[config.mk]
export PLATFORM = sky130hd
export DESIGN_NAME = log_record_framer_crc32_flat
export DESIGN_NICKNAME = d
export VERILOG_FILES = /design/src/lrf_pkg.sv /design/src/lrf_in_if.sv /design/src/lrf_out_if.sv /design/src/lrf_front.sv /design/src/lrf_queue.sv /design/src/lrf_back.sv /design/src/log_record_framer_crc32.sv /design/src/flat_wrapper.sv
export SDC_FILE = /design/constraint.sdc
export NUM_CORES = 2
export LEC_CHECK = 0
export BUFFER_PORTS_ARGS = -buffer_cell sky130_fd_sc_hd__clkbuf_2
export CAP_MARGIN = 20
export CORE_AREA = 3 3 361 363
export DETAILED_ROUTE_END_ITERATION = 6
export DIE_AREA = 0 0 364 366
export PLACE_DENSITY = 0.7
export SKIP_CTS_REPAIR_TIMING = 1
export SYNTH_ARGS = -nofsm -noshare
export SYNTH_HDL_FRONTEND = slang
export SYNTH_SLANG_ARGS = --single-unit
[constraint.sdc]
create_clock -name clk -period 11 [get_ports clk]
set_input_delay 1.1 -clock clk [delete_from_list [all_inputs] [get_ports clk]]
set_output_delay 1.1 -clock clk [all_outputs]
set_load 0.02 [all_outputs]
[src/lrf_pkg.sv]
// ----------------------------------------------------------------------------
// lrf_pkg: shared types, codes and functions of the log record framer
// Command, status and register codes, the job record passed from the front
// end to the back end, and the CRC-32 and byte selection helpers.
// ----------------------------------------------------------------------------
`default_nettype none

package lrf_pkg;

  localparam int unsigned QUEUE_DEPTH_DEFAULT = 4;
  localparam int unsigned CFG_INDEX_W = 1;
  localparam int unsigned CFG_DATA_W = 8;

  localparam logic [1:0] CMD_OPEN   = 2'd0;
  localparam logic [1:0] CMD_DATA   = 2'd1;
  localparam logic [1:0] CMD_NOTICE = 2'd2;

  localparam logic [1:0] ST_OK        = 2'd0;
  localparam logic [1:0] ST_NO_RECORD = 2'd1;
  localparam logic [1:0] ST_BUSY      = 2'd2;

  localparam logic [CFG_INDEX_W-1:0] REG_PUT_TYPE    = 1'd0;
  localparam logic [CFG_INDEX_W-1:0] REG_DELETE_TYPE = 1'd1;

  localparam logic [7:0] PUT_TYPE_RESET    = 8'd1;
  localparam logic [7:0] DELETE_TYPE_RESET = 8'd2;

  localparam logic [31:0] CRC_POLY = 32'hEDB8_8320;
  localparam logic [31:0] CRC_INIT = 32'hFFFF_FFFF;

  localparam logic [4:0] HDR_BYTES      = 5'd13;
  localparam logic [4:0] HDR_KEY_BYTES  = 5'd15;
  localparam logic [4:0] HDR_FULL_BYTES = 5'd17;
  localparam logic [4:0] DATA_BYTES     = 5'd1;
  localparam logic [4:0] DATA_VLEN_BYTES = 5'd3;

  typedef enum logic [1:0] {
    JOB_STATUS,
    JOB_OPEN,
    JOB_DATA
  } job_kind_t;

  typedef struct packed {
    job_kind_t   kind;
    logic [4:0]  nbytes;
    logic        done;
    logic [1:0]  status;
    logic [63:0] rec_lsn;
    logic [63:0] flushed;
    logic [31:0] txn;
    logic [7:0]  typ;
    logic [15:0] klen;
    logic [15:0] vlen;
    logic [7:0]  data;
  } job_t;

  function automatic logic [31:0] crc_fold(input logic [31:0] crc_in,
                                           input logic [7:0] data);
    logic [31:0] c;
    c = crc_in ^ {24'd0, data};
    for (int i = 0; i < 8; i++) begin
      c = c[0] ? ((c >> 1) ^ CRC_POLY) : (c >> 1);
    end
    return c;
  endfunction

  function automatic logic [7:0] byte_sel(input job_t job, input logic [4:0] k);
    logic [135:0] v;
    if (job.kind == JOB_OPEN) begin
      v = {job.vlen, job.klen, job.typ, job.txn, job.rec_lsn};
    end else begin
      v = {112'd0, job.vlen, job.data};
    end
    return v[{k, 3'b000} +: 8];
  endfunction

endpackage

`default_nettype wire

[src/lrf_in_if.sv]
// ----------------------------------------------------------------------------
// lrf_in_if: command channel of the log record framer
// Valid/ready channel carrying one command word and its operands.
// ----------------------------------------------------------------------------
`default_nettype none

interface lrf_in_if;
  logic        valid;
  logic        ready;
  logic [1:0]  cmd;
  logic [31:0] txn_id;
  logic [7:0]  rec_type;
  logic [15:0] key_len;
  logic [15:0] value_len;
  logic [7:0]  data_byte;
  logic [63:0] written_lsn;

  modport source (output valid, cmd, txn_id, rec_type, key_len, value_len,
                  data_byte, written_lsn, input ready);
  modport sink (input valid, cmd, txn_id, rec_type, key_len, value_len,
                data_byte, written_lsn, output ready);
endinterface

`default_nettype wire

[src/lrf_out_if.sv]
// ----------------------------------------------------------------------------
// lrf_out_if: result channel of the log record framer
// Valid/ready channel carrying one record byte or status word.
// ----------------------------------------------------------------------------
`default_nettype none

interface lrf_out_if;
  logic        valid;
  logic        ready;
  logic [7:0]  out_byte;
  logic        byte_valid;
  logic        last;
  logic [31:0] crc;
  logic [63:0] record_lsn;
  logic [63:0] flushed_lsn;
  logic [1:0]  status;

  modport source (output valid, out_byte, byte_valid, last, crc, record_lsn,
                  flushed_lsn, status, input ready);
  modport sink (input valid, out_byte, byte_valid, last, crc, record_lsn,
                flushed_lsn, status, output ready);
endinterface

`default_nettype wire

[src/lrf_front.sv]
// ----------------------------------------------------------------------------
// lrf_front: command decoder and record state
// Accepts command words, tracks the open record and sequence numbers, and
// pushes one job per command, except the unused code, into the job queue.
// ----------------------------------------------------------------------------
`default_nettype none

module lrf_front (
  input  wire logic                            clk,
  input  wire logic                            rst,
  lrf_in_if.sink                               in_ch,
  input  wire logic                            cfg_we,
  input  wire logic [lrf_pkg::CFG_INDEX_W-1:0] cfg_index,
  input  wire logic [lrf_pkg::CFG_DATA_W-1:0]  cfg_data,
  input  wire logic                            q_full,
  output lrf_pkg::job_t                        job,
  output logic                                 push
);

  typedef enum logic [1:0] {
    PH_IDLE,
    PH_KEY,
    PH_VALUE
  } phase_t;

  phase_t      phase, phase_next;
  logic [63:0] next_seq, next_seq_next;
  logic [63:0] flushed_seq, flushed_seq_next;
  logic [63:0] current_seq, current_seq_next;
  logic [15:0] bytes_left, bytes_left_next;
  logic [15:0] pending_value_len, pending_value_len_next;
  logic        is_put, is_put_next;
  logic [7:0]  put_code;
  logic [7:0]  delete_code;
  logic        accept;
  logic        is_put_type;
  logic        is_del_type;
  logic [15:0] bytes_dec;

  assign in_ch.ready = !q_full;
  assign accept = in_ch.valid && in_ch.ready;
  assign is_put_type = (in_ch.rec_type == put_code);
  assign is_del_type = (in_ch.rec_type == delete_code);
  assign bytes_dec = bytes_left - 16'd1;

  always_comb begin
    phase_next = phase;
    next_seq_next = next_seq;
    flushed_seq_next = flushed_seq;
    current_seq_next = current_seq;
    bytes_left_next = bytes_left;
    pending_value_len_next = pending_value_len;
    is_put_next = is_put;
    push = 1'b0;
    job.kind = lrf_pkg::JOB_STATUS;
    job.nbytes = lrf_pkg::DATA_BYTES;
    job.done = 1'b0;
    job.status = lrf_pkg::ST_OK;
    job.rec_lsn = current_seq;
    job.flushed = flushed_seq;
    job.txn = in_ch.txn_id;
    job.typ = in_ch.rec_type;
    job.klen = in_ch.key_len;
    job.vlen = in_ch.value_len;
    job.data = in_ch.data_byte;
    if (accept) begin
      case (in_ch.cmd)
        lrf_pkg::CMD_OPEN: begin
          push = 1'b1;
          if (phase != PH_IDLE) begin
            job.status = lrf_pkg::ST_BUSY;
          end else begin
            current_seq_next = next_seq;
            next_seq_next = next_seq + 64'd1;
            job.kind = lrf_pkg::JOB_OPEN;
            job.rec_lsn = next_seq;
            is_put_next = is_put_type;
            if (is_put_type || is_del_type) begin
              job.nbytes = lrf_pkg::HDR_KEY_BYTES;
              if (in_ch.key_len != 16'd0) begin
                phase_next = PH_KEY;
                bytes_left_next = in_ch.key_len;
                pending_value_len_next = in_ch.value_len;
              end else if (is_put_type) begin
                job.nbytes = lrf_pkg::HDR_FULL_BYTES;
                if (in_ch.value_len != 16'd0) begin
                  phase_next = PH_VALUE;
                  bytes_left_next = in_ch.value_len;
                end else begin
                  job.done = 1'b1;
                end
              end else begin
                job.done = 1'b1;
              end
            end else begin
              job.nbytes = lrf_pkg::HDR_BYTES;
              job.done = 1'b1;
            end
          end
        end
        lrf_pkg::CMD_DATA: begin
          push = 1'b1;
          if (phase == PH_IDLE) begin
            job.status = lrf_pkg::ST_NO_RECORD;
          end else begin
            job.kind = lrf_pkg::JOB_DATA;
            job.vlen = pending_value_len;
            bytes_left_next = bytes_dec;
            if (bytes_dec == 16'd0) begin
              if (phase == PH_KEY && is_put) begin
                job.nbytes = lrf_pkg::DATA_VLEN_BYTES;
                if (pending_value_len != 16'd0) begin
                  phase_next = PH_VALUE;
                  bytes_left_next = pending_value_len;
                end else begin
                  job.done = 1'b1;
                  phase_next = PH_IDLE;
                end
              end else begin
                job.done = 1'b1;
                phase_next = PH_IDLE;
              end
            end
          end
        end
        lrf_pkg::CMD_NOTICE: begin
          push = 1'b1;
          if (in_ch.written_lsn > flushed_seq) begin
            flushed_seq_next = in_ch.written_lsn;
          end
          job.flushed = flushed_seq_next;
        end
        default: begin
          push = 1'b0;
        end
      endcase
    end
  end

  always_ff @(posedge clk) begin
    if (rst) begin
      phase <= PH_IDLE;
      next_seq <= 64'd1;
      flushed_seq <= 64'd0;
      current_seq <= 64'd0;
      bytes_left <= 16'd0;
      pending_value_len <= 16'd0;
      is_put <= 1'b0;
      put_code <= lrf_pkg::PUT_TYPE_RESET;
      delete_code <= lrf_pkg::DELETE_TYPE_RESET;
    end else begin
      phase <= phase_next;
      next_seq <= next_seq_next;
      flushed_seq <= flushed_seq_next;
      current_seq <= current_seq_next;
      bytes_left <= bytes_left_next;
      pending_value_len <= pending_value_len_next;
      is_put <= is_put_next;
      if (cfg_we && cfg_index == lrf_pkg::REG_PUT_TYPE) begin
        put_code <= cfg_data;
      end
      if (cfg_we && cfg_index == lrf_pkg::REG_DELETE_TYPE) begin
        delete_code <= cfg_data;
      end
    end
  end

endmodule

`default_nettype wire

[src/lrf_queue.sv]
// ----------------------------------------------------------------------------
// lrf_queue: job queue between front end and back end
// Small first-in first-out store of decoded jobs.
// ----------------------------------------------------------------------------
`default_nettype none

module lrf_queue #(
  parameter int unsigned DEPTH = lrf_pkg::QUEUE_DEPTH_DEFAULT
) (
  input  wire logic          clk,
  input  wire logic          rst,
  input  wire logic          push,
  input  wire lrf_pkg::job_t push_job,
  input  wire logic          pop,
  output lrf_pkg::job_t      head,
  output logic               empty,
  output logic               full
);

  localparam int unsigned AW = (DEPTH > 1) ? $clog2(DEPTH) : 1;
  localparam int unsigned CW = $clog2(DEPTH + 1);
  localparam logic [AW-1:0] LAST_PTR = AW'(DEPTH - 1);

  lrf_pkg::job_t mem [DEPTH];
  logic [AW-1:0] wr_ptr;
  logic [AW-1:0] rd_ptr;
  logic [CW-1:0] count;
  logic          do_push;
  logic          do_pop;

  assign empty = (count == '0);
  assign full = (count == CW'(DEPTH));
  assign do_push = push && !full;
  assign do_pop = pop && !empty;
  assign head = mem[rd_ptr];

  always_ff @(posedge clk) begin
    if (do_push) begin
      mem[wr_ptr] <= push_job;
    end
  end

  always_ff @(posedge clk) begin
    if (rst) begin
      wr_ptr <= '0;
      rd_ptr <= '0;
      count <= '0;
    end else begin
      if (do_push) begin
        wr_ptr <= (wr_ptr == LAST_PTR) ? '0 : wr_ptr + AW'(1);
      end
      if (do_pop) begin
        rd_ptr <= (rd_ptr == LAST_PTR) ? '0 : rd_ptr + AW'(1);
      end
      if (do_push && !do_pop) begin
        count <= count + CW'(1);
      end else if (do_pop && !do_push) begin
        count <= count - CW'(1);
      end
    end
  end

endmodule

`default_nettype wire

[src/lrf_back.sv]
// ----------------------------------------------------------------------------
// lrf_back: byte sequencer and CRC engine
// Steps through each queued job one result word per cycle while the result
// channel is ready, folds record bytes into the CRC and drives it registered.
// ----------------------------------------------------------------------------
`default_nettype none

module lrf_back (
  input  wire logic          clk,
  input  wire logic          rst,
  input  wire lrf_pkg::job_t head,
  input  wire logic          empty,
  output logic               pop,
  lrf_out_if.source          out_ch
);

  logic [4:0]  k;
  logic [31:0] crc_acc;
  logic        load;
  logic        fire;
  logic        final_word;
  logic        is_status;
  logic        is_last;
  logic [7:0]  cur_byte;
  logic [31:0] crc_start;
  logic [31:0] crc_new;

  assign load = !out_ch.valid || out_ch.ready;
  assign fire = load && !empty;
  assign is_status = (head.kind == lrf_pkg::JOB_STATUS);
  assign final_word = is_status || (k == head.nbytes - 5'd1);
  assign is_last = !is_status && head.done && final_word;
  assign pop = fire && final_word;
  assign cur_byte = lrf_pkg::byte_sel(head, k);
  assign crc_start = (head.kind == lrf_pkg::JOB_OPEN && k == 5'd0) ?
                     lrf_pkg::CRC_INIT : crc_acc;
  assign crc_new = lrf_pkg::crc_fold(crc_start, cur_byte);

  always_ff @(posedge clk) begin
    if (rst) begin
      out_ch.valid <= 1'b0;
      k <= 5'd0;
      crc_acc <= lrf_pkg::CRC_INIT;
    end else begin
      if (load) begin
        out_ch.valid <= !empty;
      end
      if (fire) begin
        k <= final_word ? 5'd0 : k + 5'd1;
        if (!is_status) begin
          crc_acc <= crc_new;
        end
      end
    end
  end

  always_ff @(posedge clk) begin
    if (fire) begin
      out_ch.out_byte <= is_status ? 8'd0 : cur_byte;
      out_ch.byte_valid <= !is_status;
      out_ch.last <= is_last;
      out_ch.crc <= is_last ? ~crc_new : 32'd0;
      out_ch.record_lsn <= head.rec_lsn;
      out_ch.flushed_lsn <= head.flushed;
      out_ch.status <= is_status ? head.status : lrf_pkg::ST_OK;
    end
  end

endmodule

`default_nettype wire

[src/log_record_framer_crc32.sv]
// ----------------------------------------------------------------------------
// log_record_framer_crc32: write-ahead-log record framer with CRC-32
// Top level joining the command decoder, the job queue and the byte sequencer.
// ----------------------------------------------------------------------------
// The block takes one command word per cycle while its job queue has room.
// Every command except the unused code gives result words, one per cycle from
// the byte sequencer while the result channel is ready: an open gives 13, 15
// or 17 header bytes, a payload byte gives one word, or three when it ends the
// key of a put record, and a refused open, a stray payload byte or a written
// notice gives one status word. Sustained throughput is therefore one result
// word per cycle, set by the sequencer, and the queue of QUEUE_DEPTH jobs lets
// payload commands keep arriving while a header is still being sent. The CRC
// of a record appears on its last byte.
`default_nettype none

module log_record_framer_crc32 #(
  parameter int unsigned QUEUE_DEPTH = lrf_pkg::QUEUE_DEPTH_DEFAULT
) (
  input  wire logic                            clk,
  input  wire logic                            rst,
  lrf_in_if.sink                               in_ch,
  lrf_out_if.source                            out_ch,
  input  wire logic                            cfg_we,
  input  wire logic [lrf_pkg::CFG_INDEX_W-1:0] cfg_index,
  input  wire logic [lrf_pkg::CFG_DATA_W-1:0]  cfg_data
);

  lrf_pkg::job_t push_job;
  lrf_pkg::job_t head;
  logic          push;
  logic          pop;
  logic          q_empty;
  logic          q_full;

  lrf_front u_front (
    .clk       (clk),
    .rst       (rst),
    .in_ch     (in_ch),
    .cfg_we    (cfg_we),
    .cfg_index (cfg_index),
    .cfg_data  (cfg_data),
    .q_full    (q_full),
    .job       (push_job),
    .push      (push)
  );

  lrf_queue #(
    .DEPTH (QUEUE_DEPTH)
  ) u_queue (
    .clk      (clk),
    .rst      (rst),
    .push     (push),
    .push_job (push_job),
    .pop      (pop),
    .head     (head),
    .empty    (q_empty),
    .full     (q_full)
  );

  lrf_back u_back (
    .clk    (clk),
    .rst    (rst),
    .head   (head),
    .empty  (q_empty),
    .pop    (pop),
    .out_ch (out_ch)
  );

  a_reset_idle: assert property (@(posedge clk) rst |=> !out_ch.valid)
    else $error("result channel valid after reset");

  a_status_no_byte: assert property (@(posedge clk) disable iff (rst)
    (out_ch.valid && out_ch.status != lrf_pkg::ST_OK) |-> !out_ch.byte_valid)
    else $error("status word carries a record byte");

  a_crc_only_last: assert property (@(posedge clk) disable iff (rst)
    (out_ch.valid && !out_ch.last) |-> (out_ch.crc == 32'd0))
    else $error("crc set on a word that does not close a record");

  a_no_push_when_full: assert property (@(posedge clk) disable iff (rst)
    push |-> !q_full)
    else $error("job pushed into a full queue");

endmodule

`default_nettype wire

[src/flat_wrapper.sv]
// flat-port wrapper written by rule: the top's interface ports become plain ports
module log_record_framer_crc32_flat 
#(
  parameter int unsigned QUEUE_DEPTH = lrf_pkg::QUEUE_DEPTH_DEFAULT
)
  (clk, rst, cfg_we, cfg_index, cfg_data, in_ch_valid, in_ch_cmd, in_ch_txn_id, in_ch_rec_type, in_ch_key_len, in_ch_value_len, in_ch_data_byte, in_ch_written_lsn, in_ch_ready, out_ch_valid, out_ch_out_byte, out_ch_byte_valid, out_ch_last, out_ch_crc, out_ch_record_lsn, out_ch_flushed_lsn, out_ch_status, out_ch_ready);
  lrf_in_if in_ch_i ();
  lrf_out_if out_ch_i ();
  input  wire logic clk;
  input  wire logic rst;
  input  wire logic cfg_we;
  input  wire logic [lrf_pkg::CFG_INDEX_W-1:0] cfg_index;
  input  wire logic [lrf_pkg::CFG_DATA_W-1:0] cfg_data;
  input wire logic [$bits(in_ch_i.valid)-1:0] in_ch_valid;
  input wire logic [$bits(in_ch_i.cmd)-1:0] in_ch_cmd;
  input wire logic [$bits(in_ch_i.txn_id)-1:0] in_ch_txn_id;
  input wire logic [$bits(in_ch_i.rec_type)-1:0] in_ch_rec_type;
  input wire logic [$bits(in_ch_i.key_len)-1:0] in_ch_key_len;
  input wire logic [$bits(in_ch_i.value_len)-1:0] in_ch_value_len;
  input wire logic [$bits(in_ch_i.data_byte)-1:0] in_ch_data_byte;
  input wire logic [$bits(in_ch_i.written_lsn)-1:0] in_ch_written_lsn;
  output wire logic [$bits(in_ch_i.ready)-1:0] in_ch_ready;
  output wire logic [$bits(out_ch_i.valid)-1:0] out_ch_valid;
  output wire logic [$bits(out_ch_i.out_byte)-1:0] out_ch_out_byte;
  output wire logic [$bits(out_ch_i.byte_valid)-1:0] out_ch_byte_valid;
  output wire logic [$bits(out_ch_i.last)-1:0] out_ch_last;
  output wire logic [$bits(out_ch_i.crc)-1:0] out_ch_crc;
  output wire logic [$bits(out_ch_i.record_lsn)-1:0] out_ch_record_lsn;
  output wire logic [$bits(out_ch_i.flushed_lsn)-1:0] out_ch_flushed_lsn;
  output wire logic [$bits(out_ch_i.status)-1:0] out_ch_status;
  input wire logic [$bits(out_ch_i.ready)-1:0] out_ch_ready;
  assign in_ch_i.valid = in_ch_valid;
  assign in_ch_i.cmd = in_ch_cmd;
  assign in_ch_i.txn_id = in_ch_txn_id;
  assign in_ch_i.rec_type = in_ch_rec_type;
  assign in_ch_i.key_len = in_ch_key_len;
  assign in_ch_i.value_len = in_ch_value_len;
  assign in_ch_i.data_byte = in_ch_data_byte;
  assign in_ch_i.written_lsn = in_ch_written_lsn;
  assign in_ch_ready = in_ch_i.ready;
  assign out_ch_valid = out_ch_i.valid;
  assign out_ch_out_byte = out_ch_i.out_byte;
  assign out_ch_byte_valid = out_ch_i.byte_valid;
  assign out_ch_last = out_ch_i.last;
  assign out_ch_crc = out_ch_i.crc;
  assign out_ch_record_lsn = out_ch_i.record_lsn;
  assign out_ch_flushed_lsn = out_ch_i.flushed_lsn;
  assign out_ch_status = out_ch_i.status;
  assign out_ch_i.ready = out_ch_ready;
  log_record_framer_crc32 #(.QUEUE_DEPTH(QUEUE_DEPTH)) u_core (.clk(clk), .rst(rst), .in_ch(in_ch_i), .out_ch(out_ch_i), .cfg_we(cfg_we), .cfg_index(cfg_index), .cfg_data(cfg_data));
endmodule
## Word level (Yosys, flattened, before mapping)

Memories as Yosys holds them, arrays and structs flattened. A register that Yosys moved wholly into a read port is not among the register bits.
Index checks and enable logic that the tools add are counted.

| word-level totals | value |
|---|---|
| memory bits (writable) | 872 |
| memories kept | 1 |
| bits in registers | 460 |

Memory list:

| name | depth | bits a word | read ports | clocked after Yosys merged registers in | write ports | line | text |
|---|---|---|---|---|---|---|---|
| u_core.u_queue.mem | 4 | 218 | 1 | 1 | 1 | lrf_queue.sv:24 | `lrf_pkg::job_t mem [DEPTH];` |

| cells by class | value |
|---|---|
| add/sub/neg operators | 8 |
| shift operators | 1 |
| order comparisons | 1 |
| reductions and logical operators | 40 |
| eq/ne operators | 16 |
| bitwise gates (word level) | 13 |
| multiplexer cells | 63 |

Operators by type and width:

| cell | count |
|---|---|
| 32-bit 2-to-1 mux | 9 |
| 64-bit 2-to-1 mux | 4 |
| 16-bit 2-to-1 mux | 12 |
| 138-bit 2-to-1 mux | 1 |
| 136-bit 2-to-1 mux | 1 |
| 136-bit by 9-bit variable part select with 8-bit output | 1 |
| 13-bit NOT with 14-bit output | 8 |
| 64-bit by 1-bit adder with 64-bit output, second input constant | 1 |
| 64-bit > comparator | 1 |
| 16-bit nonzero test | 3 |
| 32-bit NOT | 1 |
| 16-bit case mux with 2 select lines | 1 |
| 32-bit by 8-bit XOR with 32-bit output | 1 |
| 2-bit 2-to-1 mux | 15 |
| 10-bit case mux with 2 select lines | 1 |
| 8-bit == test | 2 |
| 16-bit logical NOT | 1 |
| 16-bit by 1-bit subtractor with 16-bit output, second input constant | 1 |
| 1-bit logical AND | 13 |
| 6-bit 2-to-1 mux | 2 |
| 5-bit 2-to-1 mux | 2 |
| 1-bit 2-to-1 mux | 9 |
| 3-bit 2-to-1 mux | 3 |
| 8-bit 2-to-1 mux | 1 |
| 26 further kinds | 48 |

## Depth between registers and ports, before layout

| depth | value |
|---|---|
| depth after elaboration | 21 |
| mapped depth | 17 |

## By module

A second synthesis with hierarchy kept.

| unflattened totals | value |
|---|---|
| cells, all modules | 3,602 |
| area, all modules | 55,969.9 µm² |

Modules (own cells, without submodules):

| module | area an instance (µm²) | cells each | instances |
|---|---|---|---|
| lrf_queue | 31,839.3 | 1,188 | 1 |
| lrf_front | 14,246.2 | 1,713 | 1 |
| lrf_back | 9,884.5 | 701 | 1 |

## Least setup slack after synthesis

Ideal clock, no wire load.

| timing path | value |
|---|---|
| kind | input to register |
| start | input port in_ch_cmd[1] |
| end | memory u_core.u_queue.mem[0][0] (netlist bit) (enable) |
| arrival | 6.617 ns |
| slack | 3.779 ns |
| stages on the path | 3 |
| buffers on the path | 1 |
| data required time | 10.397 ns |
| cell sequence | clkbuf_1 a21oi_1 and2_1 |

| on the way | value |
|---|---|
| longest elaborated chain between the ends | 7 |

RTL lines:

| what | line | text |
|---|---|---|
| start: declaration | flat_wrapper.sv:15 | `input wire logic [$bits(in_ch_i.cmd)-1:0] in_ch_cmd;` |
| 2-bit == test (tied with other cells) | lrf_front.sv:67 | `case (in_ch.cmd)` |
| 3-bit OR reduction (no line) (*) | -- |  |
| 1-bit 2-to-1 mux (*) | lrf_front.sv:67 |  |
| 1-bit 2-to-1 mux (*) | lrf_front.sv:66 | `if (accept) begin` |
| 1-bit logical AND (*) | lrf_queue.sv:33 | `assign do_push = push && !full;` |
| named net u_core.u_queue.do_push | lrf_queue.sv:28 | `logic do_push;` |
| 1-bit 2-to-1 mux (*) | lrf_queue.sv:38 | `if (do_push) begin` |
| 1-bit 2-to-1 mux (implied by the code) (*) | lrf_queue.sv:39 | `mem[wr_ptr] <= push_job;` |
| end: declaration | lrf_queue.sv:24 |  |

Mark *: on every way through the listed nets, which the timed path passes. The rest lies on a longest branch.

==> results.tsv <==
metric	value	unit
cpLargestDelayFamily	XOR/XNOR gates	
core_area	0.1274	mm²
seq_area_frac_synth	63.29	%
area_growth_syn_to_layout	13.30	%
setup_slack	5359	ps
syn-cell-area	0.05833	mm²
p_int	0.01067	W
via_count	37860	
fin_skew	54.03	ps
rsz0062_at_grt	no	
synthArstFlopShare	0	%
synth_area_leaders	edfxtp_1, dfxtp_1, mux4_2	
pwr-share-clk	29.2	%
drt-total-wl	152.8	mm
whs_endpoint	u_core.u_front.current_seq[55]	
io_pins	334	
worstPathMaxFanout	88	
die_w	364	µm
path_buf_inv	2	
final_cells	6330	
cap_violations	0	
yosysWarningCount	0	
syn_area_per_cell	13.52	µm²
worstHoldPathCells	2	
cts_buffers	140	
grt_overflow	0	
mostFrequentLayoutCell	edfxtp_1	
leakagePower	22.73	nW
critPathLaunchType	flip-flop	
crit_type	flip-flop to flip-flop	
slew_viol_final	0	
status	complete, but fails checks	
synth-main-ff-cell	edfxtp_1	
hold_viol	0	
min_period	5641	ps
die_h	366	µm
drt-initial-drc-count	4152	
r2r_slack	5360	ps
viasPerCell	5.981	
crit_arrival	6140	ps
min_period_over_period	51.28	%
total_power	0.01594	W
ys_ff_latch	1326	
grt_usage	22.70	%
setup_viol	0	
yosys.area.top_type	edfxtp_1	
start_util	45.80	%
cp_cell_sequence	buf_12, buf_4, mux4_2, a22o_1, o21ai_0, o211ai_1, a22oi_1, xor2_2, xnor2_1, xnor3_1, xnor3_1, nor2_1	
critPathMaxStageDelay	790	ps
hpwl	94.08	mm
cts_tree	done	
violations	DRC	
rows	131	
drc	2	
dp.cells	6048	
clkLatencyLatePin	780	ps
rr_worst_depth	12	
final_antenna_net_count	0	
gp_congestion	0.8709	
fmaxAchievable	177.3	MHz
critPathRequiredTime	11500	ps
grt_max_degree	194	
clockRootBuffer	clkbuf_16	
most-common-layout-cells	edfxtp_1, nand2_1, clkbuf_2	
fin_nets	4765	
htree_num_levels	4	
synth.top_cell.area_share	53.34	%
wl_per_cell	24.13	µm
grt_pass1_vias	37130	
pwr-share-comb	29.5	%
min_from	u_core.u_front.current_seq[55]	
vdd_drop_max	0.2345	mV
power_frac_seq	41.3	%
p_sw	0.005263	W
cts_sinks	1326	
grt_pass1_wl	232.0	mm
dp_slack	5159	ps
firstDrtPassIters	7	
min_path_type	flip-flop to flip-flop	
drive_above_1_share	18.80	%
p_sw_share	33.03	%
syn-num-nets	4549	
dieArea	0.1332	mm²
synth_cell_types	88	
cpMaxStageDelayCell	dfxtp_4	
slew-limit-headroom	23.31	%
grt_antenna_before_repair	37	
power_density	241.2	mW/mm²
portBuffers	333	
worst-slew-pin-transition	1150	ps
cts_max_path_buffers	3	
cp_common_cell	xnor3_1	
critPathCaptureType	flip-flop	
path_clk_slew	60	ps
synth_edf_count	1036	
tns	0	ps
postSynthCellCount	4313	
r2r-end	u_core.u_back.out_ch.crc[19]	
## tightest hold or removal path: cells and delay by family (launching register included)
kind | cells | cell delay, ps
AOI/OAI and AO/OA | 1 | 60
and+or+nand+nor | 1 | 60
DFF | 1 | 290
## state kept, by name, indices dropped and copies added (netlist names), 32 cells and up, named ones only
register,cells
u_core.u_back.crc_acc,32
u_core.u_back.out_ch.crc,32
u_core.u_back.out_ch.flushed_lsn,64
u_core.u_back.out_ch.record_lsn,64
u_core.u_front.current_seq,64
u_core.u_front.flushed_seq,64
u_core.u_front.next_seq,64
u_core.u_queue.mem,864
## power groups by stage
stage	sequential, W	combinational, W	clock [W]
6_report	0.00657	0.00470	0.00466
4_1_cts	0.00659	0.00473	0.00476
3_5_place_dp	0.00669	0.00471	0
2_1_floorplan	0.00701	0.00295	0
5_1_grt	0.00663	0.00504	0.00496
3_3_place_gp	0.00668	0.00467	0
## cell usage after synthesis (26+ instances only)
cell type and number:
edfxtp_1 1036, nand2_1 473, dfxtp_1 290, nor2_1 274
clkbuf_1 245, mux4_2 230, o211ai_1 201, o21ai_0 163
inv_1 154, o31a_1 130, a21oi_1 129, nor3_1 101
nand2b_1 79, xor2_1 76, ha_1 75, xnor2_1 69
o2111ai_1 64, mux2i_1 43, nand3_1 43, nand4_1 42
a211oi_1 41, buf_1 31, a21o_1 30, and2_1 29
nor2b_1 26
## cell families (layout without fill, tap and decap cells)
family	count (synthesis)	count (layout)	synth area share (%)
AO/OA/AOI/OAI	844	844	10.19
XOR/XNOR	159	159	2.716
adder cells (fa/ha/maj)	76	76	1.643
multiplexers	280	280	9.857
flip-flops	1326	1326	63.29
buffers and inverters	468	803	3.250
AND/OR/NAND/NOR	1160	1160	9.055
other	0	20	0
## worst max path at each step
stage / depth (start not counted) / from / endpoint / slack (ps)
3_3_place_gp: 12 / flip-flop / u_core.u_back.out_ch.crc[19] / 5220
3_5_place_dp: 12 / flip-flop / u_core.u_back.out_ch.crc[19] / 5160
5_1_grt: 12 / flip-flop / u_core.u_back.out_ch.crc[19] / 4870
6_report: 12 / flip-flop / u_core.u_back.out_ch.crc[19] / 5360
2_1_floorplan: 3 / in_ch_cmd[1] / u_core.u_queue.mem[0][0] / 3780
4_1_cts: 12 / flip-flop / u_core.u_back.out_ch.crc[19] / 5180
## layer usage
metal	routed length, µm	up-vias	global-route usage [%]	part of all wire (%)
met5	207	-	0	0.14
met4	4037	30	6.645	2.6
met3	14550	291	6.806	9.5
met2	71730	1628	35.70	47
met1	62240	19040	30.49	41
li1	-	16870	-	-
## through the flow
step                instance area [µm²]  utilization, %  hold WS (ps)
floorplan                         58330               -         436.2
detailed placement                61430           48.23         454.9
finish                            66080           51.89         460.5
global placement                  61410           48.22         445.3
global route                      66040           51.85         481.6
CTS                               66030           51.84         463.5
## cell type report
| type | instances | area (µm²) |
|---|---|---|
| fillers | 10390 | 61270 |
| flip-flops and latches | 1326 | 36920 |
| multi-input cells | 2519 | 19610 |
| clock buffers | 187 | 3850 |
| repair buffers | 387 | 2227 |
| well taps | 1662 | 2079 |
| clock inverters | 74 | 752.0 |
| inverters | 155 | 589.3 |
| diodes | 20 | 50.05 |
Power figures use the tool's default switching activity.
